==> src/design/scba_ram.sv <==
// Single-port-write, registered-read RAM.
`default_nettype none

module scba_ram #(
  parameter int unsigned DEPTH = 256,
  parameter int unsigned WIDTH = 8
) (
  input  logic                     clk_i,
  input  logic                     we_i,
  input  logic [$clog2(DEPTH)-1:0] waddr_i,
  input  logic [WIDTH-1:0]         wdata_i,
  input  logic                     re_i,
  input  logic [$clog2(DEPTH)-1:0] raddr_i,
  output logic [WIDTH-1:0]         rdata_o
);

  logic [WIDTH-1:0] mem_q [DEPTH];
  logic [WIDTH-1:0] rdata_q;

  always_ff @(posedge clk_i) begin
    if (we_i) begin
      mem_q[waddr_i] <= wdata_i;
    end
    if (re_i) begin
      rdata_q <= mem_q[raddr_i];
    end
  end

  assign rdata_o = rdata_q;

endmodule

`default_nettype wire

==> config.mk <==
export PLATFORM = sky130hd
export DESIGN_NAME = scba_ram
export DESIGN_NICKNAME = d
export VERILOG_FILES = /design/src/design/scba_ram.sv
export SDC_FILE = /design/constraint.sdc
export NUM_CORES = 2
export LEC_CHECK = 0
export ABC_AREA = 1
export ABC_CLOCK_PERIOD_IN_PS = 2600
export BUFFER_PORTS_ARGS = -buffer_cell sky130_fd_sc_hd__buf_2
export CORE_UTILIZATION = 42
export CTS_CLUSTER_SIZE = 8
export DETAILED_ROUTE_END_ITERATION = 10
export GPL_TIMING_DRIVEN = 1
export HOLD_SLACK_MARGIN = 0.06
export PLACE_DENSITY_LB_ADDON = 0.05
export SYNTH_ARGS = -nofsm -noshare
export SYNTH_HDL_FRONTEND = slang
export SYNTH_SLANG_ARGS = --single-unit
==> constraint.sdc <==
create_clock -name clk_i -period 2.6 [get_ports clk_i]
set_clock_uncertainty 0.05 [all_clocks]
set_input_delay 0.13 -clock clk_i [delete_from_list [all_inputs] [get_ports clk_i]]
set_output_delay 0.13 -clock clk_i [all_outputs]
set_load 0.02 [all_outputs]
**Word-level counts from Yosys, hierarchy flattened**

Memories as Yosys holds them, arrays and structs flattened. A register that Yosys moved wholly into a read port is not among the register bits.
Cells that the tools add are included.

- Bits in registers: 0
- Bits in writable memories: 2048
- Input bits: 27
- Output and inout port bits: 8
- Word-level logic and storage cells: 3
- Memories kept: 1

- Multiplexer cells: 2

Memories:

| memory | depth | bits a word | rd ports | clocked after Yosys merged registers in | wr ports | RTL line | source |
|---|---|---|---|---|---|---|---|
| mem_q | 256 | 8 | 1 | 1 | 1 | 17 | `logic [WIDTH-1:0] mem_q [DEPTH];` |

Operators with widths:

| kind | count |
|---|---|
| 1-bit 2-to-1 mux | 2 |

**Longest topological paths before layout**

- Depth after elaboration: 2
- Mapped depth: 15
- Gate-level depth less buffers: 11

**Worst setup path after synthesis**

No wires, ideal clock.

- Path type: input -> register
- Start point: in we_i
- End point: mem mem_q[162][0] (enable)
- Library setup time: 0.370 ns
- Arrival time: 1.251 ns
- Required time: 2.180 ns
- Path slack: 0.929 ns
- Cell stages on the path: 4
- Buffers on the path: 2
- Path through: clkbuf_1 > nand3_1 > clkbuf_1 > nor2_1

- Word-level cells in the longest chain between the ends: 2

Ends and longest elaborated chain:

| what | RTL line | source |
|---|---|---|
| start, declared | 9 | `input logic we_i,` |
| 1-bit 2-to-1 mux | 21 | `if (we_i) begin` |
| 1-bit 2-to-1 mux (not written as such) | 22 | `mem_q[waddr_i] <= wdata_i;` |
| end, declared | 17 |  |

Every way passes these cells.

**Final worst setup path**

- Start point: in waddr_i[6]
- End point: mem mem_q[94][6] (enable)

RTL lines:

| what | RTL line | source |
|---|---|---|
| start, declared | 10 | `input logic [$clog2(DEPTH)-1:0] waddr_i,` |

Straight into the memory's write port.

==> flow_summary.ini <==
[critical_path]
cp_top_family = buffers and inverters
critPathRequiredTime_ns = 3.16
cp_max_fo = 5
worstSetupPathType = input pin to flip-flop
cp.arrival_ns = 3.15
cp_slowest_cell = dlygate4sd3_1
end_kind = flip-flop
path_cells = dlygate4sd3_1 > buf_2 > inv_1 > nor2_1 > dlygate4sd3_1 > nand2_1 > dlygate4sd3_1 > nor2_1 > buf_4
critPathLaunchType = input pin
path_common_cell = dlygate4sd3_1
max_stage_delay_ns = 0.71
path_buf_inv = 6

[sta]
max-slew-margin-rel_pct = 39.62
worstMarginPinSlew_ns = 0.9024
fmax_mhz = 385.4
setup_viol = 0
hold_viol = 0
rsz0062_at_grt = yes
fin_crit_sh_pct = 99.79
fin_crit_ns = 2.594
whs_ns = 0.1343
slew_violations = 0

[synth]
yosys-top-cells-count = 2123 x nand2_1, 2056 x edfxtp_1, 2019 x nand3_1, 283 x nor2_1, 268 x buf_2
synth_enable_flop_cells = 2056
ys.flop_type = edfxtp_1
syn_area_per_cell_um2 = 11.92
synth_top_area_share_pct = 73.96
yosysMostFrequentCell = nand2_1
synthCells = 7003
yosysUniqueCellTypes = 13
synth_warnings = 0
async_flop_share_pct = 0
synth_area_leaders = edfxtp_1 74%, nand3_1 12%, nand2_1 9.5%
syn-cell-area_um2 = 83480
synth-seq-cells = 2056
post-synth-top-area-cell = edfxtp_1
synth_nets = 7030
ys_seq_area_share_pct = 73.96

[power_and_ir_drop]
ir_drop_v = 0.0006825
p_leak_nw = 35.33
power.density_nw_per_um2 = 763.8

[floorplan]
start_util_pct = 42.28
die_area_um2 = 200500
ios = 35
die_w_um = 447.8
die_y_um = 447.8
core-area_um2 = 197400
rows = 163

[clock_tree]
cts.sink_count = 2056
cts_buffers = 307
cts_setup_buffers = 0
cts_tree = done
clk_latency_ns = 0.92
clk_pin_slew_ns = 0.05
cts_buffer_depth = 4
root_buffer = clkbuf_16
htreeDepth = 5

[routing]
via_per_inst = 5.495
dr.pass1.iters = 9
routed_wl_mm = 261.8
drc = 0
antenna_left = 0
drtIter0Drc = 5365
wire_per_inst_um = 25.76
via_count = 55830

[placement]
hpwlAfterDp_mm = 162.1
port_buffers = 34
place.gp.congestion = 0.8536

[status]
status = finished, final reports clean

[run]
maxCapViolations = 0

[cells_and_area]
fin_nets = 7531
area_delta_synth_final_pct = 18.34
drive_gt1_share_pct = 13.06
num-fill-cells = 17520
final_util_pct = 50.04

[global_routing]
grt_pass1_vias = 54900
overflow = 0
grtUsageTotal_pct = 26.26
antenna_found_initial = 9
grt_max_degree = 95
grt_pass1_wl_mm = 382.7

[min_path]
min_path_type = input pin to flip-flop
[repair_timing]
| item | in CTS | in global routing |
|---|---|---|
| endpoints found under the setup margin | 0 | 16 |
| gates resized for setup | 0 | 2 |
| hold endpoints to repair | 2222 | 0 |
| hold buffers | 29 | 0 |
[cell type report]
type                    instances  area [um^2]  share of cell area [%]
inverters                      39        180.2                  0.1824
clock inverters                 7        52.55                 0.05320
flip-flops and latches       2056        61740                   62.50
multi-input cells            4425        19170                   19.41
repair buffers                675         6575                   6.656
clock buffers                 312         7744                   7.839
diodes                          6        15.01                 0.01520
well taps                    2640         3303                   3.344
[path summary, 6_finish.rpt]
| kind | startpoint | slack, ns | to | cells after the start |
|---|---|---|---|---|
| hold / removal | wdata_i[3] | 0.13 | mem_q[103][3] | 2 |
| setup reg to reg | mem_q[103][7] | 0.18 | rdata_o[7] | 11 |
| hold reg to reg | mem_q[202][0] | 1.02 | rdata_o[0] | 10 |
| setup / recovery | waddr_i[6] | 0.006 | mem_q[94][6] | 9 |
[sequential cells by signal (all words and copies together), names as in the netlist]
signal	count
rdata_o	8
mem_q	2048
[power breakdown]
group	internal [W]	switching, W	leakage [nW]
clock	0.0207	0.0132	3.84
combinational	0.00136	0.00346	13.0
sequential	0.0366	0.0000322	18.5
[through the flow]
stage	setup slack [ns]	std cells	power [W]	instance area [um^2]	setup TNS [ns]
after floorplan	0.9285	7003	0.03955	83480	0
after global placement	-0.3157	9806	0.04210	90680	-1.062
after detailed placement	-0.3027	9806	0.04209	90680	-0.9682
after CTS	0.07727	10150	0.07615	98760	0
after global routing	-0.06539	10160	0.07764	98780	-0.6922
final	0.005514	10160	0.07545	98780	0
[worst register-to-register path, cell delays in order, from the launching register on]
cell and delay (ns):
edfxtp_1 0.35, nand2_1 0.07, nand3_1 0.09, nand3_1 0.11, nand3_1 0.13, nand3_1 0.24, nand3_1 0.25, nand3_1 0.16
dlygate4sd3_1 0.56, nand2_1 0.06, nand2_1 0.06, nand2_1 0.06
[cells by family (layout without fill, tap and decap cells)]
group	count (synthesis)	count (layout)	share of synthesized area, %
and+or+nand+nor	4425	4425	22.92
other	0	6	0
DFF	2056	2056	73.96
buffers and inverters	522	1033	3.116
[metal layers]
layer / GRT usage, % / share of wire [%] / vias to the layer above
li1: - / - / 25760
met1: 35.90 / 43 / 27700
met5: 0 / 0 / -
met2: 42.08 / 47 / 1872
met4: 10.32 / 3.8 / 0
met3: 4.101 / 5.8 / 494
[cell usage in the layout (no fill, tap or decap), drive strengths merged]
| master | netlist | layout |
|---|---|---|
| dlygate4sd3 | 0 | 29 |
| nor2 | 283 | 283 |
| diode | 0 | 6 |
| clkbuf | 112 | 312 |
| nand3 | 2019 | 2019 |
| buf | 371 | 646 |
| nand2 | 2123 | 2123 |
| clkinv | 0 | 2 |
| edfxtp | 2056 | 2056 |
| inv | 39 | 44 |
Note: power is estimated with default switching activity, not from simulation.
