`config.mk`:
```
export PLATFORM = sky130hd
export DESIGN_NAME = scba_class_unit
export DESIGN_NICKNAME = d
export VERILOG_FILES = /design/src/design/scba_pkg.sv /design/src/design/scba_class_unit.sv
export SDC_FILE = /design/constraint.sdc
export NUM_CORES = 1
export LEC_CHECK = 0
export BUFFER_PORTS_ARGS = -buffer_cell sky130_fd_sc_hd__buf_4
export CAP_MARGIN = 20
export CORE_AREA = 2 2 39 41
export DETAILED_ROUTE_END_ITERATION = 10
export DIE_AREA = 0 0 41 43
export PLACE_DENSITY = 0.41
export SLEW_MARGIN = 30
export SYNTH_ARGS = -nofsm -noshare
export SYNTH_HDL_FRONTEND = slang
export SYNTH_SLANG_ARGS = --single-unit
export TNS_END_PERCENT = 100
```
`constraint.sdc`:
```
create_clock -name vclk -period 3.15
set_input_delay 0.4725 -clock vclk [all_inputs]
set_output_delay 0.4725 -clock vclk [all_outputs]
set_load 0.02 [all_outputs]
```
`src/design/scba_pkg.sv`:
```
// Shared types, widths and codes for the size-class block allocator.
`default_nettype none

package scba_pkg;

  // Field widths of the request and response transactions
  localparam int unsigned HANDLE_W = 8;
  localparam int unsigned SIZE_W   = 11;
  localparam int unsigned CLASS_W  = 4;
  localparam int unsigned STATUS_W = 2;
  localparam int unsigned COUNT_W  = 9;

  // Defaults for the top-level parameters
  localparam int unsigned NUM_BLOCKS_DEF  = 256;
  localparam int unsigned NUM_CLASSES_DEF = 10;

  typedef enum logic {
    KIND_ALLOC = 1'b0,
    KIND_FREE  = 1'b1
  } kind_e;

  typedef enum logic [STATUS_W-1:0] {
    ST_OK         = 2'd0,
    ST_RANGE      = 2'd1,
    ST_EXHAUSTED  = 2'd2,
    ST_BAD_HANDLE = 2'd3
  } status_e;

  typedef enum logic [1:0] {
    CNT_HOLD = 2'd0,
    CNT_INC  = 2'd1,
    CNT_DEC  = 2'd2
  } cnt_op_e;

  typedef struct packed {
    kind_e               kind;
    logic [SIZE_W-1:0]   request_size;
    logic [HANDLE_W-1:0] block_handle;
  } req_t;

  typedef struct packed {
    logic [HANDLE_W-1:0] granted_handle;
    logic [CLASS_W-1:0]  size_class;
    status_e             status;
    logic [COUNT_W-1:0]  class_free_count;
    logic [COUNT_W-1:0]  class_used_count;
  } rsp_t;

  // Update command for the per-class counter file
  typedef struct packed {
    logic               we;
    logic [CLASS_W-1:0] cls;
    cnt_op_e            free_op;
    cnt_op_e            used_op;
  } cnt_cmd_t;

endpackage

`default_nettype wire

```
`src/design/scba_class_unit.sv`:
```
// Size-to-class mapping and oversize check.
`default_nettype none

module scba_class_unit #(
  parameter int unsigned NUM_CLASSES = scba_pkg::NUM_CLASSES_DEF
) (
  input  logic [scba_pkg::SIZE_W-1:0]  size_i,
  output logic [scba_pkg::CLASS_W-1:0] cls_o,
  output logic                         oversize_o
);
  import scba_pkg::*;

  // Smallest class whose block of 2^(c+1) bytes covers the size; the
  // compares are monotone, so the last one that holds gives the class.
  always_comb begin
    cls_o = '0;
    for (int i = 0; i < int'(NUM_CLASSES) - 1; i++) begin
      if ((32'd1 << (i + 1)) < 32'(size_i)) begin
        cls_o = CLASS_W'(i + 1);
      end
    end
  end

  assign oversize_o = (32'(size_i) > (32'd1 << NUM_CLASSES));

endmodule

`default_nettype wire

```
Word-level counts from Yosys, hierarchy flattened
Index checks and enable logic that the tools add are counted.

operators by class
  multiply operators = 0
  $add $sub $neg = 0
  div/mod/pow operators = 0
  reduce and logical (&&, ||, !) cells = 0
  bitwise gates (word level) = 0
  shifts and indexed selects = 0
  multiplexer cells = 9
  order comparisons = 10
  equality and inequality tests = 0

operator list
  cell                                                  count
  2-to-1 mux 4 bit                                      8
  > comparator 11 bit (second input constant)           1
  < comparator 10 x 11 -> 1 bit (first input constant)  1
  < comparator 2 x 11 -> 1 bit (first input constant)   1
  < comparator 3 x 11 -> 1 bit (first input constant)   1
  < comparator 4 x 11 -> 1 bit (first input constant)   1
  < comparator 5 x 11 -> 1 bit (first input constant)   1
  < comparator 6 x 11 -> 1 bit (first input constant)   1
  < comparator 7 x 11 -> 1 bit (first input constant)   1
  < comparator 8 x 11 -> 1 bit (first input constant)   1
  < comparator 9 x 11 -> 1 bit (first input constant)   1
  2-to-1 mux 1 bit                                      1

storage, ports and cells
  memories kept = 0
  latch bits = 0
  register bits = 0
  memory bits (read-only) = 0
  memory bits (writable) = 0
  input port bits = 11
  logic and storage cells = 19

Depth between registers and ports, before layout
  depth after elaboration = 10
  depth in mapped cells = 4
  gate-level depth less buffers = 4

Worst setup path before layout
Ideal clock, no wire load.

  path type = input to output
  from = input size_i[0] (netlist name)
  to = output cls_o[1] (netlist name)
  data required time = 2.677 ns
  path buffers = 0
  arrival = 1.822 ns
  slack = 0.855 ns
  stages on the path = 4
  path through = or4_4 -> o21ai_2 -> nand2_1 -> a41oi_1

on the way
  longest elaborated chain between the ends = 9
  elaborated cells between the ends (all ways) = 16
  those cells by class = order compare: 8; mux: 8

ends and longest elaborated chain
  element                        line                   text
  from (decl)                    scba_class_unit.sv:7   input logic [scba_pkg::SIZE_W-1:0] size_i,
  < comparator 3 x 11 -> 1 bit   scba_class_unit.sv:18  if ((32'd1 << (i + 1)) < 32'(size_i)) begin
  2-to-1 mux 4 bit (7 in a row)  scba_class_unit.sv:18
  2-to-1 mux 4 bit *             scba_class_unit.sv:18
  to (decl)                      scba_class_unit.sv:8   output logic [scba_pkg::CLASS_W-1:0] cls_o,

Mark *: on every way between the ends. The rest lies on a longest branch, timed or not.

Worst setup path in the final report
  from = input size_i[0] (netlist name)
  to = output cls_o[0] (netlist name)

on the way
  longest elaborated chain between the ends = 10
  elaborated cells between the ends (all ways) = 18
  those cells by class = order compare: 9; mux: 9

ends and longest elaborated chain
  element                        line
  < comparator 2 x 11 -> 1 bit   scba_class_unit.sv:18
  2-to-1 mux 1 bit               scba_class_unit.sv:18
  2-to-1 mux 4 bit (7 in a row)  scba_class_unit.sv:18
  2-to-1 mux 4 bit *             scba_class_unit.sv:18

Marks and branches as above.

==> out/metrics.yaml <==
worst_setup_path:
  cpPeakStageDelay_ns: 0.57
  critPathLaunchType: "primary input"
  cp-end-kind: "output port"
  slowest_stage: "or4_4"
  crit_fanout: 5
  crit_buf_inv: 2
  worstSetupPathType: "primary input to output port"
  worstPathCellList: "buf_4 -> or4_4 -> o22ai_2 -> nand3_1 -> o32a_1 -> buf_4"
  cpMostUsedCell: "buf_4"
  critPathRequiredTime_ns: 2.68
  critPathArrivalTime_ns: 1.87
  cp_top_family: "simple AND/OR/NAND/NOR gates"
  critical_path.startpoint: "size_i[0]"
floorplanning:
  chipWidth_um: 41
  pin_count: 16
  start_util_pct: 14.8
  rows: 14
  dieHeight_um: 43
  die_area_sq_um: 1760
  coreArea_sq_um: 1380
drt:
  num_vias: 292
  first_pass_iters: 3
  wl_per_cell_um: 10.2
  route.detailed.drc: 0
  drt-initial-drc-count: 6
  wirelength_um: 645
  via_per_inst: 4.63
  drtAntennaViolNets: 0
yosys:
  avgSynthCellArea_sq_um: 6.62
  yosys.area.top_type: "nor2b_1"
  synth.yosys.seq_area_share_pct: 0
  synth_most_common_cell: "nor2_1"
  yosysTopAreaCellShare_pct: 12.2
  synthesis.area_sq_um: 205
  ys_top_cells_by_area: "nor2b_1 (12%), nor2_1 (9.1%), o22ai_2 (6.1%)"
  synth.top_cells.by_count: "nor2_1 (5), nor2b_1 (4), nand2_1 (2)"
  netlist_instances: 31
  yosysWarnings: 0
  synth_cell_types: 23
  synth_nets: 42
clock_tree:
  post_cts_resized: 0
  holdBufCountCts: 0
  cts_setup_buffers: 0
timing:
  worst_slew_pin_slew_ns: 0.387
  setup_viol: 0
  period_minus_slack_ns: 2.35
  rsz0062_at_grt: "no"
  slew_violations: 0
  hold_ws_ns: 1.31
  finalCritPeriodShare_pct: 74.5
  fin_ws_ns: 0.804
  fin_tns_setup_ns: 0
  timing.fmax_mhz: 426
  hold_viol_final: 0
  slew-limit-headroom_pct: 73.9
finish:
  fin_nets: 60
  final_util_pct: 25.0
  area_growth_pct: 68.3
  fill_cells: 155
  multi_input_area_sq_um: 201
  seqCellArea_sq_um: 0
  clock_buffers: 0
  layout-drive-gt1-share_pct: 40.4
  antenna_cells: 0
  seq_cells: 0
grt:
  grt_max_degree: 8
  track_usage_pct: 7.89
  grt-ovfl-total: 0
  grt_pass1_vias: 257
  antenna_found_initial: 0
  grt_pass1_wl_um: 1080
placement:
  place.gp.congestion: 0.645
  pre_cts_ws_ns: 0.807
  dp_hpwl_um: 543
  port_buffers: 16
status:
  status: "completed"
flow_run:
  cap_violations: 0
pwr:
  ir_drop_uv: 37.0
  p_leak_uw: 0.000137
  p_per_area_nw_per_um2: 118
worst_hold_path:
  hold_path_class: "primary input to output port"
  hp-start: "size_i[10]"
## cell usage in the layout (no fill, tap or decap), types with 2 or more instances in the layout
master / netlist / layout
buf_4: 0 / 16
nand2_1: 2 / 2
nor2b_1: 4 / 4
nor2_1: 5 / 5
## cell type report
type | count | area share, %
Inverter | 1 | 1.09
Multi-Input combinational cell | 30 | 58.3
Tap cell | 16 | 5.80
Timing Repair Buffer | 16 | 34.8
## path summary, 6_finish.rpt
| check | end | slack, ns | cells after the start |
|---|---|---|---|
| worst max-delay path | cls_o[0] | 0.80 | 6 |
| worst min-delay path | cls_o[0] | 1.31 | 3 |
## where the power goes
group	leakage, uW	internal [uW]	switching (uW)	total (uW)
combinational	0.000137	20.5	20.1	40.6
sequential	0	0	0	0
clock	0	0	0	0
total	0.000137	20.5	20.1	40.6
## worst min-delay path: cells and delay by family
kind                   cells  cell delay, ns
AOI/OAI and AO/OA          1            0.13
buffers and inverters      2            0.24
## per-layer routing
layer / wire length [um] / GRT usage (%) / part of all wire (%) / vias to the layer above
met5: 0 / 0 / 0 / -
li1: - / - / - / 162
met3: 63 / 0 / 9.8 / 0
met1: 318 / 13.0 / 49 / 118
met4: 0 / 0 / 0 / 0
met2: 262 / 11.9 / 41 / 12
## cell families (layout without fill, tap and decap cells)
family / after synthesis / count (layout) / share of synthesized area (%)
simple gates: 18 / 18 / 49.4
buf+inv: 1 / 17 / 1.83
compound gates: 12 / 12 / 48.8
## per-stage QoR
stage               cells  area [sq um]  power, uW
CTS                    63           345       40.8
global route           63           345       45.0
finish                 63           345       40.6
global placement       63           345       41.3
detailed placement     63           345       40.6
floorplan              31           205       17.2
Power figures use the tool's default switching activity.
